### config.mk
export PLATFORM = sky130hd
export DESIGN_NAME = datetime_difference
export DESIGN_NICKNAME = d
export VERILOG_FILES = /design/src/rtl/dtd_pkg.sv /design/src/rtl/datetime_difference.sv /design/src/rtl/dtd_front.sv /design/src/rtl/dtd_queue.sv /design/src/rtl/dtd_back.sv
export SDC_FILE = /design/constraint.sdc
export NUM_CORES = 2
export LEC_CHECK = 0
export BUFFER_PORTS_ARGS = -buffer_cell sky130_fd_sc_hd__buf_2
export CAP_MARGIN = 20
export CORE_UTILIZATION = 64
export CTS_CLUSTER_SIZE = 16
export DETAILED_ROUTE_END_ITERATION = 12
export GPL_ROUTABILITY_DRIVEN = 0
export PLACE_DENSITY_LB_ADDON = 0.08
export SYNTH_ARGS = -nofsm -noshare
export SYNTH_HDL_FRONTEND = slang
export SYNTH_HIERARCHICAL = 1
export SYNTH_SLANG_ARGS = --single-unit
### constraint.sdc
create_clock -name clock -period 11.2 [get_ports clock]
set_clock_uncertainty 0.05 [all_clocks]
set_input_delay 1.12 -clock clock [delete_from_list [all_inputs] [get_ports clock]]
set_output_delay 1.12 -clock clock [all_outputs]
set_load 0.02 [all_outputs]
### src/rtl/dtd_pkg.sv
// ---------------------------------------------------------------------------
// dtd_pkg: shared types and tables for the date-time difference block
// Item layout between front end, queue and back end; month tables.
// ---------------------------------------------------------------------------
package dtd_pkg;

   localparam int DAY_W  = 21;  // days since 0001-01-01, up to 1460969
   localparam int HOUR_W = 26;

   // Status bits
   localparam logic [1:0] STATUS_OK        = 2'd0;
   localparam logic [1:0] STATUS_FIRST_BAD = 2'd1;
   localparam logic [1:0] STATUS_SECOND_BAD = 2'd2;

   // One date-time after classification
   typedef struct packed {
      logic [11:0] p;        // year - 1
      logic [5:0]  q100;     // (year - 1) / 100
      logic        leap;
      logic [3:0]  month;
      logic [4:0]  day;
      logic [4:0]  hour;
      logic [5:0]  minute;
      logic [5:0]  second;
   } dt_fields_type;

   typedef struct packed {
      logic [1:0]    status;
      dt_fields_type a;
      dt_fields_type b;
   } dtd_item_type;

   function automatic logic [4:0] month_len(input logic [3:0] m);
      case (m)
         4'd1, 4'd3, 4'd5, 4'd7, 4'd8, 4'd10, 4'd12: month_len = 5'd31;
         4'd4, 4'd6, 4'd9, 4'd11:                    month_len = 5'd30;
         4'd2:                                        month_len = 5'd28;
         default:                                     month_len = 5'd0;
      endcase
   endfunction

   // Days in the months before month m of a common year
   function automatic logic [8:0] days_before(input logic [3:0] m);
      case (m)
         4'd1:    days_before = 9'd0;
         4'd2:    days_before = 9'd31;
         4'd3:    days_before = 9'd59;
         4'd4:    days_before = 9'd90;
         4'd5:    days_before = 9'd120;
         4'd6:    days_before = 9'd151;
         4'd7:    days_before = 9'd181;
         4'd8:    days_before = 9'd212;
         4'd9:    days_before = 9'd243;
         4'd10:   days_before = 9'd273;
         4'd11:   days_before = 9'd304;
         4'd12:   days_before = 9'd334;
         default: days_before = 9'd0;
      endcase
   endfunction

endpackage

### src/rtl/datetime_difference.sv
// ---------------------------------------------------------------------------
// datetime_difference: absolute difference of two Gregorian date-times
// Checks both date-times and returns the difference in hours, minutes and
// seconds, with a status code for invalid inputs.
// ---------------------------------------------------------------------------
//  channel   dir  tdata                          tuser
//  req_      in   two date-times, 76 of 80 bits  -
//  rsp_      out  hours, minutes, seconds        status
//
//  One transaction per cycle while the queue has room; after acceptance a
//  result passes queue write, day count, subtract and hours total in turn.
//  The queue of QUEUE_DEPTH entries absorbs back-end stalls; req_tready falls
//  only when it is full. The back end advances as a unit when the result
//  register is empty or being taken.
//  Synchronous reset clears the queue and all valid flags.
// ---------------------------------------------------------------------------
module datetime_difference
   import dtd_pkg::*;
#(
   parameter int QUEUE_DEPTH = 4
) (
   input  logic        clock,
   input  logic        reset,
   input  logic        req_tvalid,
   output logic        req_tready,
   // first_year, first_month, first_day, first_hour, first_minute, first_second,
   // second_year, second_month, second_day, second_hour, second_minute,
   // second_sec, zero pad
   input  logic [79:0] req_tdata,
   output logic        rsp_tvalid,
   input  logic        rsp_tready,
   // diff_hours, diff_minutes, diff_seconds, zero pad
   output logic [39:0] rsp_tdata,
   // status
   output logic [1:0]  rsp_tuser
);

   logic         push_valid;
   logic         push_ready;
   dtd_item_type push_item;
   logic         q_valid;
   logic         q_ready;
   dtd_item_type q_item;

   dtd_front u_front (
      .req_tvalid (req_tvalid),
      .req_tready (req_tready),
      .req_tdata  (req_tdata),
      .push_valid (push_valid),
      .push_item  (push_item),
      .push_ready (push_ready)
   );

   dtd_queue #(
      .DEPTH (QUEUE_DEPTH)
   ) u_queue (
      .clock     (clock),
      .reset     (reset),
      .in_valid  (push_valid),
      .in_ready  (push_ready),
      .in_item   (push_item),
      .out_valid (q_valid),
      .out_ready (q_ready),
      .out_item  (q_item)
   );

   dtd_back u_back (
      .clock      (clock),
      .reset      (reset),
      .q_valid    (q_valid),
      .q_ready    (q_ready),
      .q_item     (q_item),
      .rsp_tvalid (rsp_tvalid),
      .rsp_tready (rsp_tready),
      .rsp_tdata  (rsp_tdata),
      .rsp_tuser  (rsp_tuser)
   );

endmodule

### src/rtl/dtd_front.sv
// ---------------------------------------------------------------------------
// dtd_front: input front end
// Takes a transaction, checks both date-times and derives the year terms
// (year - 1, century count, leap flag) that the back end needs.
// ---------------------------------------------------------------------------
module dtd_front
   import dtd_pkg::*;
(
   input  logic         req_tvalid,
   output logic         req_tready,
   input  logic [79:0]  req_tdata,
   output logic         push_valid,
   output dtd_item_type push_item,
   input  logic         push_ready
);

   typedef struct packed {
      logic          ok;
      dt_fields_type f;
   } chk_type;

   function automatic chk_type classify(input logic [11:0] y, input logic [3:0] m,
                                        input logic [4:0] d, input logic [4:0] h,
                                        input logic [5:0] mi, input logic [5:0] s);
      logic [24:0] prod;
      logic [5:0]  qy;
      logic [12:0] back_mul;
      logic        cent;
      logic        leap;
      logic [4:0]  dim;
      chk_type     r;
      // y / 100 by reciprocal, exact for y < 4096
      prod     = 25'(y) * 25'd5243;
      qy       = prod[24:19];
      back_mul = 13'(qy) * 13'd100;
      cent     = (back_mul == {1'b0, y});
      leap     = ((y[1:0] == 2'd0) && !cent) || (cent && (qy[1:0] == 2'd0));
      dim      = ((m == 4'd2) && leap) ? 5'd29 : month_len(m);
      r.ok     = (y != 12'd0) && (y <= 12'd4000) && (m != 4'd0) && (m <= 4'd12) &&
                 (d != 5'd0) && (d <= dim) && (h <= 5'd23) && (mi <= 6'd59) &&
                 (s <= 6'd59);
      r.f.p      = y - 12'd1;
      r.f.q100   = qy - 6'(cent);   // floor((y-1)/100)
      r.f.leap   = leap;
      r.f.month  = m;
      r.f.day    = d;
      r.f.hour   = h;
      r.f.minute = mi;
      r.f.second = s;
      return r;
   endfunction

   chk_type chk_a;
   chk_type chk_b;

   always_comb begin
      chk_a = classify(req_tdata[11:0], req_tdata[15:12], req_tdata[20:16],
                       req_tdata[25:21], req_tdata[31:26], req_tdata[37:32]);
      chk_b = classify(req_tdata[49:38], req_tdata[53:50], req_tdata[58:54],
                       req_tdata[63:59], req_tdata[69:64], req_tdata[75:70]);
   end

   always_comb begin
      push_item.status = STATUS_OK;
      if (!chk_a.ok) begin
         push_item.status = push_item.status | STATUS_FIRST_BAD;
      end
      if (!chk_b.ok) begin
         push_item.status = push_item.status | STATUS_SECOND_BAD;
      end
      push_item.a = chk_a.f;
      push_item.b = chk_b.f;
   end

   assign req_tready = push_ready;
   assign push_valid = req_tvalid;

endmodule

### src/rtl/dtd_queue.sv
// ---------------------------------------------------------------------------
// dtd_queue: small FIFO between front end and back end
// Register-based, first-word fall-through.
// ---------------------------------------------------------------------------
module dtd_queue
   import dtd_pkg::*;
#(
   parameter int DEPTH = 4
) (
   input  logic         clock,
   input  logic         reset,
   input  logic         in_valid,
   output logic         in_ready,
   input  dtd_item_type in_item,
   output logic         out_valid,
   input  logic         out_ready,
   output dtd_item_type out_item
);

   localparam int PW = (DEPTH > 1) ? $clog2(DEPTH) : 1;
   localparam int CW = $clog2(DEPTH + 1);

   dtd_item_type       mem_ff [DEPTH];
   logic [PW-1:0]      wr_ptr_ff, wr_ptr_in;
   logic [PW-1:0]      rd_ptr_ff, rd_ptr_in;
   logic [CW-1:0]      count_ff, count_in;
   logic               push;
   logic               pop;

   assign in_ready  = (count_ff != CW'(DEPTH));
   assign out_valid = (count_ff != '0);
   assign out_item  = mem_ff[rd_ptr_ff];
   assign push      = in_valid && in_ready;
   assign pop       = out_valid && out_ready;

   always_comb begin
      wr_ptr_in = wr_ptr_ff;
      rd_ptr_in = rd_ptr_ff;
      count_in  = count_ff;
      if (push) begin
         wr_ptr_in = (wr_ptr_ff == PW'(DEPTH - 1)) ? '0 : wr_ptr_ff + PW'(1);
      end
      if (pop) begin
         rd_ptr_in = (rd_ptr_ff == PW'(DEPTH - 1)) ? '0 : rd_ptr_ff + PW'(1);
      end
      if (push && !pop) begin
         count_in = count_ff + CW'(1);
      end else if (pop && !push) begin
         count_in = count_ff - CW'(1);
      end
   end

   always_ff @(posedge clock) begin
      if (reset) begin
         wr_ptr_ff <= '0;
         rd_ptr_ff <= '0;
         count_ff  <= '0;
      end else begin
         wr_ptr_ff <= wr_ptr_in;
         rd_ptr_ff <= rd_ptr_in;
         count_ff  <= count_in;
      end
   end

   always_ff @(posedge clock) begin
      if (push) begin
         mem_ff[wr_ptr_ff] <= in_item;
      end
   end

`ifndef SYNTHESIS
   a_count_bound: assert property (@(posedge clock) disable iff (reset)
      count_ff <= CW'(DEPTH))
      else $error("queue count past depth");
   a_count_up: assert property (@(posedge clock) disable iff (reset)
      (push && !pop) |=> (count_ff == $past(count_ff) + CW'(1)))
      else $error("queue count did not follow a write");
`endif

endmodule

### src/rtl/dtd_back.sv
// ---------------------------------------------------------------------------
// dtd_back: arithmetic back end
// Day count per date-time, ordered subtraction with borrows through
// seconds, minutes, hours and days, then hours total into the result register.
// ---------------------------------------------------------------------------
module dtd_back
   import dtd_pkg::*;
(
   input  logic         clock,
   input  logic         reset,
   input  logic         q_valid,
   output logic         q_ready,
   input  dtd_item_type q_item,
   output logic         rsp_tvalid,
   input  logic         rsp_tready,
   output logic [39:0]  rsp_tdata,   // diff_hours[25:0], diff_minutes, diff_seconds, zero pad
   output logic [1:0]   rsp_tuser    // status
);

   typedef struct packed {
      logic [DAY_W-1:0] days;
      logic [4:0]       hour;
      logic [5:0]       minute;
      logic [5:0]       second;
   } stamp_type;

   function automatic stamp_type to_stamp(input dt_fields_type f);
      logic [DAY_W-1:0] dy;
      stamp_type        r;
      dy = DAY_W'(f.p) * DAY_W'(365) + DAY_W'(f.p[11:2]) - DAY_W'(f.q100)
         + DAY_W'(f.q100[5:2]) + DAY_W'(days_before(f.month))
         + DAY_W'(f.leap && (f.month > 4'd2)) + DAY_W'(f.day) - DAY_W'(1);
      r.days   = dy;
      r.hour   = f.hour;
      r.minute = f.minute;
      r.second = f.second;
      return r;
   endfunction

   logic             adv;
   // stage 1
   logic             s1_valid_ff;
   logic [1:0]       s1_status_ff;
   stamp_type        s1_a_ff, s1_a_in;
   stamp_type        s1_b_ff, s1_b_in;
   // stage 2
   logic             s2_valid_ff;
   logic [1:0]       s2_status_ff;
   logic [DAY_W-1:0] s2_dd_ff, s2_dd_in;
   logic [4:0]       s2_dh_ff, s2_dh_in;
   logic [5:0]       s2_dm_ff, s2_dm_in;
   logic [5:0]       s2_ds_ff, s2_ds_in;
   // result register
   logic             rsp_valid_ff;
   logic [1:0]       rsp_status_ff;
   logic [HOUR_W-1:0] rsp_hours_ff, rsp_hours_in;
   logic [5:0]       rsp_minutes_ff, rsp_minutes_in;
   logic [5:0]       rsp_seconds_ff, rsp_seconds_in;

   stamp_type        hi;
   stamp_type        lo;
   logic [6:0]       sec_raw;
   logic [6:0]       min_raw;
   logic [5:0]       hr_raw;

   // whole pipeline moves when the result register is free
   assign adv     = !rsp_valid_ff || rsp_tready;
   assign q_ready = adv;

   always_comb begin
      s1_a_in = to_stamp(q_item.a);
      s1_b_in = to_stamp(q_item.b);
   end

   // fields are range-checked, so the packed stamp orders like total seconds
   always_comb begin
      if (s1_a_ff >= s1_b_ff) begin
         hi = s1_a_ff;
         lo = s1_b_ff;
      end else begin
         hi = s1_b_ff;
         lo = s1_a_ff;
      end
      sec_raw  = 7'(hi.second) - 7'(lo.second);
      s2_ds_in = sec_raw[6] ? 6'(sec_raw + 7'd60) : sec_raw[5:0];
      min_raw  = 7'(hi.minute) - 7'(lo.minute) - 7'(sec_raw[6]);
      s2_dm_in = min_raw[6] ? 6'(min_raw + 7'd60) : min_raw[5:0];
      hr_raw   = 6'(hi.hour) - 6'(lo.hour) - 6'(min_raw[6]);
      s2_dh_in = hr_raw[5] ? 5'(hr_raw + 6'd24) : hr_raw[4:0];
      s2_dd_in = hi.days - lo.days - DAY_W'(hr_raw[5]);
   end

   always_comb begin
      rsp_hours_in   = '0;
      rsp_minutes_in = '0;
      rsp_seconds_in = '0;
      if (s2_status_ff == STATUS_OK) begin
         rsp_hours_in   = HOUR_W'({s2_dd_ff, 4'b0000}) + HOUR_W'({s2_dd_ff, 3'b000})
                        + HOUR_W'(s2_dh_ff);
         rsp_minutes_in = s2_dm_ff;
         rsp_seconds_in = s2_ds_ff;
      end
   end

   always_ff @(posedge clock) begin
      if (reset) begin
         s1_valid_ff  <= 1'b0;
         s2_valid_ff  <= 1'b0;
         rsp_valid_ff <= 1'b0;
      end else if (adv) begin
         s1_valid_ff  <= q_valid;
         s2_valid_ff  <= s1_valid_ff;
         rsp_valid_ff <= s2_valid_ff;
      end
   end

   always_ff @(posedge clock) begin
      if (adv) begin
         s1_status_ff   <= q_item.status;
         s1_a_ff        <= s1_a_in;
         s1_b_ff        <= s1_b_in;
         s2_status_ff   <= s1_status_ff;
         s2_dd_ff       <= s2_dd_in;
         s2_dh_ff       <= s2_dh_in;
         s2_dm_ff       <= s2_dm_in;
         s2_ds_ff       <= s2_ds_in;
         rsp_status_ff  <= s2_status_ff;
         rsp_hours_ff   <= rsp_hours_in;
         rsp_minutes_ff <= rsp_minutes_in;
         rsp_seconds_ff <= rsp_seconds_in;
      end
   end

   assign rsp_tvalid = rsp_valid_ff;
   assign rsp_tuser  = rsp_status_ff;
   assign rsp_tdata  = {2'b00, rsp_seconds_ff, rsp_minutes_ff, rsp_hours_ff};

`ifndef SYNTHESIS
   a_bad_zero: assert property (@(posedge clock) disable iff (reset)
      (rsp_valid_ff && (rsp_status_ff != STATUS_OK)) |->
         ((rsp_hours_ff == '0) && (rsp_minutes_ff == '0) && (rsp_seconds_ff == '0)))
      else $error("nonzero difference with invalid date-time");
   a_sexagesimal: assert property (@(posedge clock) disable iff (reset)
      rsp_valid_ff |-> ((rsp_minutes_ff < 6'd60) && (rsp_seconds_ff < 6'd60)))
      else $error("minutes or seconds out of range");
`endif

endmodule
Word-level counts from Yosys, hierarchy flattened
Memory sizes are Yosys's and may differ from the RTL's. A register that Yosys moved wholly into a read port is not among the register bits.
Index checks and enable logic that the tools add are counted.
- add/sub/neg operators: 34
- multipliers: 6
- order comparisons: 15
- eq/ne operators: 7
- mux-type cells: 17
- reduce and logical (&&, ||, !) cells: 49
- operators with widths (operator ; number):
    38-bit two-way mux ; 2
    12-bit by 13-bit multiplier with 25-bit output, second input constant ; 2
    21-bit by 1-bit adder with 21-bit output ; 2
    21-bit by 10-bit adder with 21-bit output ; 2
    21-bit by 4-bit adder with 21-bit output ; 2
    21-bit by 5-bit adder with 21-bit output ; 2
    21-bit by 9-bit adder with 21-bit output ; 2
    12-bit by 9-bit multiplier with 21-bit output, second input constant ; 2
    21-bit by 1-bit subtractor with 21-bit output, second input constant ; 2
    21-bit by 6-bit subtractor with 21-bit output ; 2
    38-bit greater-or-equal comparator ; 1
    1-bit logical AND ; 28
    25-bit by 24-bit adder with 26-bit output ; 1
    26-bit by 5-bit adder with 26-bit output ; 1
    13-bit by 12-bit equality test with 1-bit output ; 2
    12-bit <= comparator, second input constant ; 2
    6-bit <= comparator, second input constant ; 4
    12-bit nonzero test ; 2
    12-bit by 1-bit subtractor with 12-bit output, second input constant ; 2
    6-bit by 5-bit multiplier with 11-bit output, second input constant ; 2
    21-bit by 1-bit subtractor with 21-bit output ; 1
    21-bit subtractor ; 1
    6-bit by 1-bit subtractor with 6-bit output ; 3
    5-bit two-way mux ; 3
    26 further kinds ; 55
- flip-flop bits (word level): 168
- memory bits (writable): 368
- memory bits (read-only): 448
- input bits: 84
- output and inout bits: 44
- word-level logic and storage cells: 157
- memories: 5
- memory list (name ; depth ; width ; read ports ; clocked after memory_dff ; write ports ; line ; text):
    u_queue.mem_ff ; 4 ; 92 ; 1 ; 1 ; 1 ; dtd_queue.sv:23 ; dtd_item_type mem_ff [DEPTH];
    (no name shown) ; 16 ; 9 ; 1 ; 0 ; 0 ; dtd_pkg.sv:44 ; case (m)
    (no name shown) ; 16 ; 9 ; 1 ; 0 ; 0 ; dtd_pkg.sv:44 ;
    (no name shown) ; 16 ; 5 ; 1 ; 0 ; 0 ; dtd_pkg.sv:34 ; case (m)
    (no name shown) ; 16 ; 5 ; 1 ; 0 ; 0 ; dtd_pkg.sv:34 ;

Depth between registers and ports, before layout
- word-level depth: 15
- mapped depth: 44

Cells and area by module
The synthesis kept the hierarchy.
- modules (own cells, without submodules) (module ; instances ; cells an instance ; area each (µm²)):
    dtd_back ; 1 ; 1711 ; 17838.4
    dtd_queue ; 1 ; 528 ; 13724.4
    dtd_front ; 1 ; 1009 ; 8714.6

Worst setup path before layout
No wires, ideal clock.
- kind: in2reg
- start: in req_tdata[9]
- end: mem u_queue/mem_ff[0][90] (netlist name) (data pin)
- arrival: 9.396 ns
- data required time: 10.875 ns
- path slack: 1.479 ns
- stages on the path: 32
- path buffers: 0
- path through: fa_1 xor2_1 ha_1 inv_1 fa_1 inv_1 fa_1 inv_1 fa_1 inv_1 ha_1 nand4_1 nor3_1 a221oi_1 o21ai_0 xnor2_1 ha_1 ha_1 ha_1 inv_1 fa_1 o21ai_0 a21o_1 a21oi_1 or4_1 a221oi_2 mux2_2 o31a_1 ha_1 and3_1 a31oi_1 a2111o_1
- RTL lines (what ; line ; text):
    from (decl) ; datetime_difference.sv:29 ; input logic [79:0] req_tdata,
    to (decl) ; dtd_queue.sv:23 ;

==> metrics.log <==
INFO  metric avgSynthCellArea = ~12 um2
INFO  metric slew_headroom = 0.347
INFO  metric critical_path_startpoint_category = primary input
INFO  metric share_of_cells_above_drive_strength_1 = 0.112
INFO  metric grt_max_degree = 77
INFO  metric grt_pass1_vias = between 20000 and 30000
INFO  metric worstSkewPairLatency = 0.66 ns
INFO  metric h-tree-depth = 2
INFO  metric max_cap_viol_count = 0
INFO  metric die_area = 63900 um2
INFO  metric routed_length_on_met2 = ~40000 um
INFO  metric hold_viol_final = 0
INFO  metric design.portCount = 128
INFO  metric routedWlPerCell = 18.5 um
INFO  metric cp-end-kind = register
INFO  metric viasPerCell = between 5 and 6
INFO  metric cp_max_stage_cell = fa_1
INFO  metric final_design_area_no_fill = 43300 um2
INFO  metric grt_pass1_wl = 129000 um
INFO  metric worst-r2r-setup-slack = 0.84 ns
INFO  metric grt_antenna_before_repair = 6
INFO  metric timing.final.crit_share = 0.931
INFO  metric setup_tns = 0 ns
INFO  metric max_stage_delay = 0.60 ns
INFO  metric data_required_time_of_the_worst_path = 11.48 ns
INFO  metric ys_seq_area_frac = 0.398
INFO  metric floorplan.core_area = between 60000 and 70000 um2
INFO  metric area_growth_syn_to_layout = 7.51%
INFO  metric grt_setup_unrepaired = false
INFO  metric capture_instance_of_the_worst_register_to_register_path = u_back/s2_dd_ff[14]
INFO  metric finalCriticalPeriod = 10.43 ns
INFO  metric route.layer.met1.wl = ~34000 um
INFO  metric max_freq = between 0.09 and 0.1 GHz
INFO  metric placement.cell_area = just over 40000 um2
INFO  metric numCtsBuffers = 54
INFO  metric yosys_most_used_dff = edfxtp_1
INFO  metric dp.final_hpwl = 60400 um
INFO  metric clock_sinks = 538
INFO  metric detailedRoute.firstIterationViolations = 1319
INFO  metric io_buffer_count = 121
INFO  metric worst_hold_slack_after_final_layout = between 0.3 and 0.4 ns
INFO  metric run_status = complete, no violations
INFO  metric total_grt_overflow = 0
INFO  metric syn_area = 40300 um2
INFO  metric regArea = 16000 um2
INFO  metric synth_enable_flop_cells = 526
INFO  metric maxUsedRoutingLayer = met5
INFO  metric overall_die_width = around 250 um
INFO  metric starting_density = 0.650
INFO  metric rows = 91
INFO  metric nFillCells = roughly 4400
INFO  metric ys_async_sr_fraction = 0
INFO  metric path_common_cell = fa_1
INFO  metric nets = roughly 4200
INFO  metric min-delay-path-class = register to register
INFO  metric worst-path-max-fanout = 8
INFO  metric multi_input_gate_area_in_the_final_layout = ~22000 um2
INFO  metric drt.antenna.violating_nets = 0
INFO  metric die-height = 253 um
INFO  metric setup-violations-final = 0
INFO  metric ctsLongestPathBuffers = 3
INFO  metric synth_cell_type_count = 99
INFO  metric grt_util_all_layers = 0.255
INFO  metric timing.critical_path.to = u_queue/mem_ff[3][90]
INFO  metric clk_root_buffer_cell = clkbuf_16
INFO  metric measured_slew_at_the_worst_slew_check_pin = 0.979 ns
INFO  metric tritoncts = built
INFO  metric timing.critical_path.from = req_tdata[6]
INFO  metric path_class = primary input to register
INFO  metric wirelength = 78200 um
INFO  metric clkSlewWorstSetupHoldPaths = 0.06 ns
INFO  metric finalMaxSlewViolations = 0
INFO  metric r2r-start = u_back/s1_b_ff[14]
INFO  metric number_of_vias_after_detailed_routing = 24200
INFO  metric ys_ff_latch = 538
INFO  metric worstPathArrival = 10.71 ns
INFO  metric post_synth_inst_count = 3248
INFO  metric dr_wl_met3 = 2810 um
INFO  metric worst_r2r_path_depth = about 40
INFO  metric route.detailed.drc = 0
INFO  metric yosys_warnings = 6
INFO  metric first_pass_iteration_count_of_the_detailed_router = 5
registers in the layout (all words and copies together) (netlist names), 21 cells and up, named ones only:
signal,count
u_queue/mem_ff,368
u_back/s1_a_ff,38
u_back/s1_b_ff,38
u_back/rsp_hours_ff,26
u_back/s2_dd_ff,21
timing repair:
item,in CTS,in global routing
gates resized for setup,0,4
hold buffers,0,0
buffers inserted,0,0
endpoints found under the setup margin,0,2
cells by family after synthesis:
kind of cell	after synthesis	share of synthesized area
flops	538	0.398
other cells	1	0.0000931
xor+xnor	158	0.0362
mux	121	0.0595
compound gates	421	0.0709
fa+ha+maj	810	0.299
simple gates	530	0.0675
buf+inv	669	0.0691
routing by layer:
| layer | vias to the layer above | GRT usage |
|---|---|---|
| li1 | 11600 | - |
| met1 | 12000 | 0.330 |
| met2 | 463 | 0.459 |
| met3 | 112 | 0.0282 |
| met4 | 6 | 0.0627 |
| met5 | - | 0 |
final cells by class:
cell class / instances / area share
multi-input combinational: 2042 / 0.497
sequential: 538 / 0.371
inverter: 567 / 0.0492
clock buffer: 61 / 0.0318
tap: 837 / 0.0242
timing repair buffer: 139 / 0.0171
clock inverter: 41 / 0.00994
antenna: 4 / 0.000231
worst max-delay path: cells and delay by family:
kind	cells	cell delay, ns
AOI/OAI and AO/OA	9	2.53
xor gates and xnor gates	1	0.51
adders and majority gates	11	4.61
buffers and inverters	6	0.59
muxes	1	0.42
and+or+nand+nor	4	0.90
cell usage after synthesis, types with 50 or more instances:
library cell / count / area share
edfxtp_1: 526 / 0.39
nand2_1: 105 / 0.0098
mux4_2: 94 / 0.053
nor2_1: 128 / 0.012
o21ai_0: 71 / 0.0088
ha_1: 558 / 0.17
buf_4: 65 / 0.012
xnor2_1: 107 / 0.023
nand3_1: 50 / 0.0062
fa_1: 252 / 0.13
inv_1: 567 / 0.053
a21oi_1: 143 / 0.018
how the worst min path moves through the flow:
stage | startpoint | to | slack (ns) | cells past startpoint
after detailed placement | u_back/s1_status_ff[0] | u_back/s2_status_ff[0] | 0.36 | 0
after CTS | u_back/s1_status_ff[0] | u_back/s2_status_ff[0] | 0.37 | 0
final | u_back/s1_status_ff[0] | u_back/s2_status_ff[0] | 0.37 | 0
after global placement | u_back/s1_status_ff[0] | u_back/s2_status_ff[0] | 0.35 | 0
after floorplan | u_back/s1_status_ff[0] | u_back/s2_status_ff[0] | 0.35 | 0
after global routing | u_back/s1_status_ff[0] | u_back/s2_status_ff[0] | 0.38 | 0
stage by stage:
stage	instances	setup WS (ns)	utilization
final	4229	0.769	0.699
after global routing	4227	0.0756	0.699
after CTS	4225	0.655	0.698
after detailed placement	4123	0.134	0.669
after global placement	4123	0.304	0.669
after floorplan	3249	1.48	-
placed cells by master (no fill, tap or decap), types with 14 or more instances in the layout:
master | netlist | layout
buf_4 | 65 | 18
ha_1 | 558 | 558
nand2b_1 | 23 | 22
nor2_1 | 128 | 128
nand2_1 | 105 | 105
clkinv_1 | 0 | 14
and2_1 | 33 | 33
edfxtp_1 | 526 | 526
o21ai_0 | 71 | 71
buf_2 | 14 | 121
a21oi_1 | 143 | 143
fa_1 | 252 | 252
a31oi_1 | 17 | 16
inv_1 | 567 | 567
xor2_1 | 45 | 45
nand4_1 | 22 | 22
mux2i_1 | 22 | 22
nor3_1 | 47 | 47
o21a_1 | 15 | 15
a21o_1 | 27 | 27
clkbuf_16 | 0 | 54
and3_1 | 36 | 36
xnor2_1 | 107 | 107
mux4_2 | 94 | 94
nand3_1 | 50 | 50
Power is left out: the tool's default activity adds up to more than one toggle a clock period on the data nets, which glitch-free logic cannot reach.
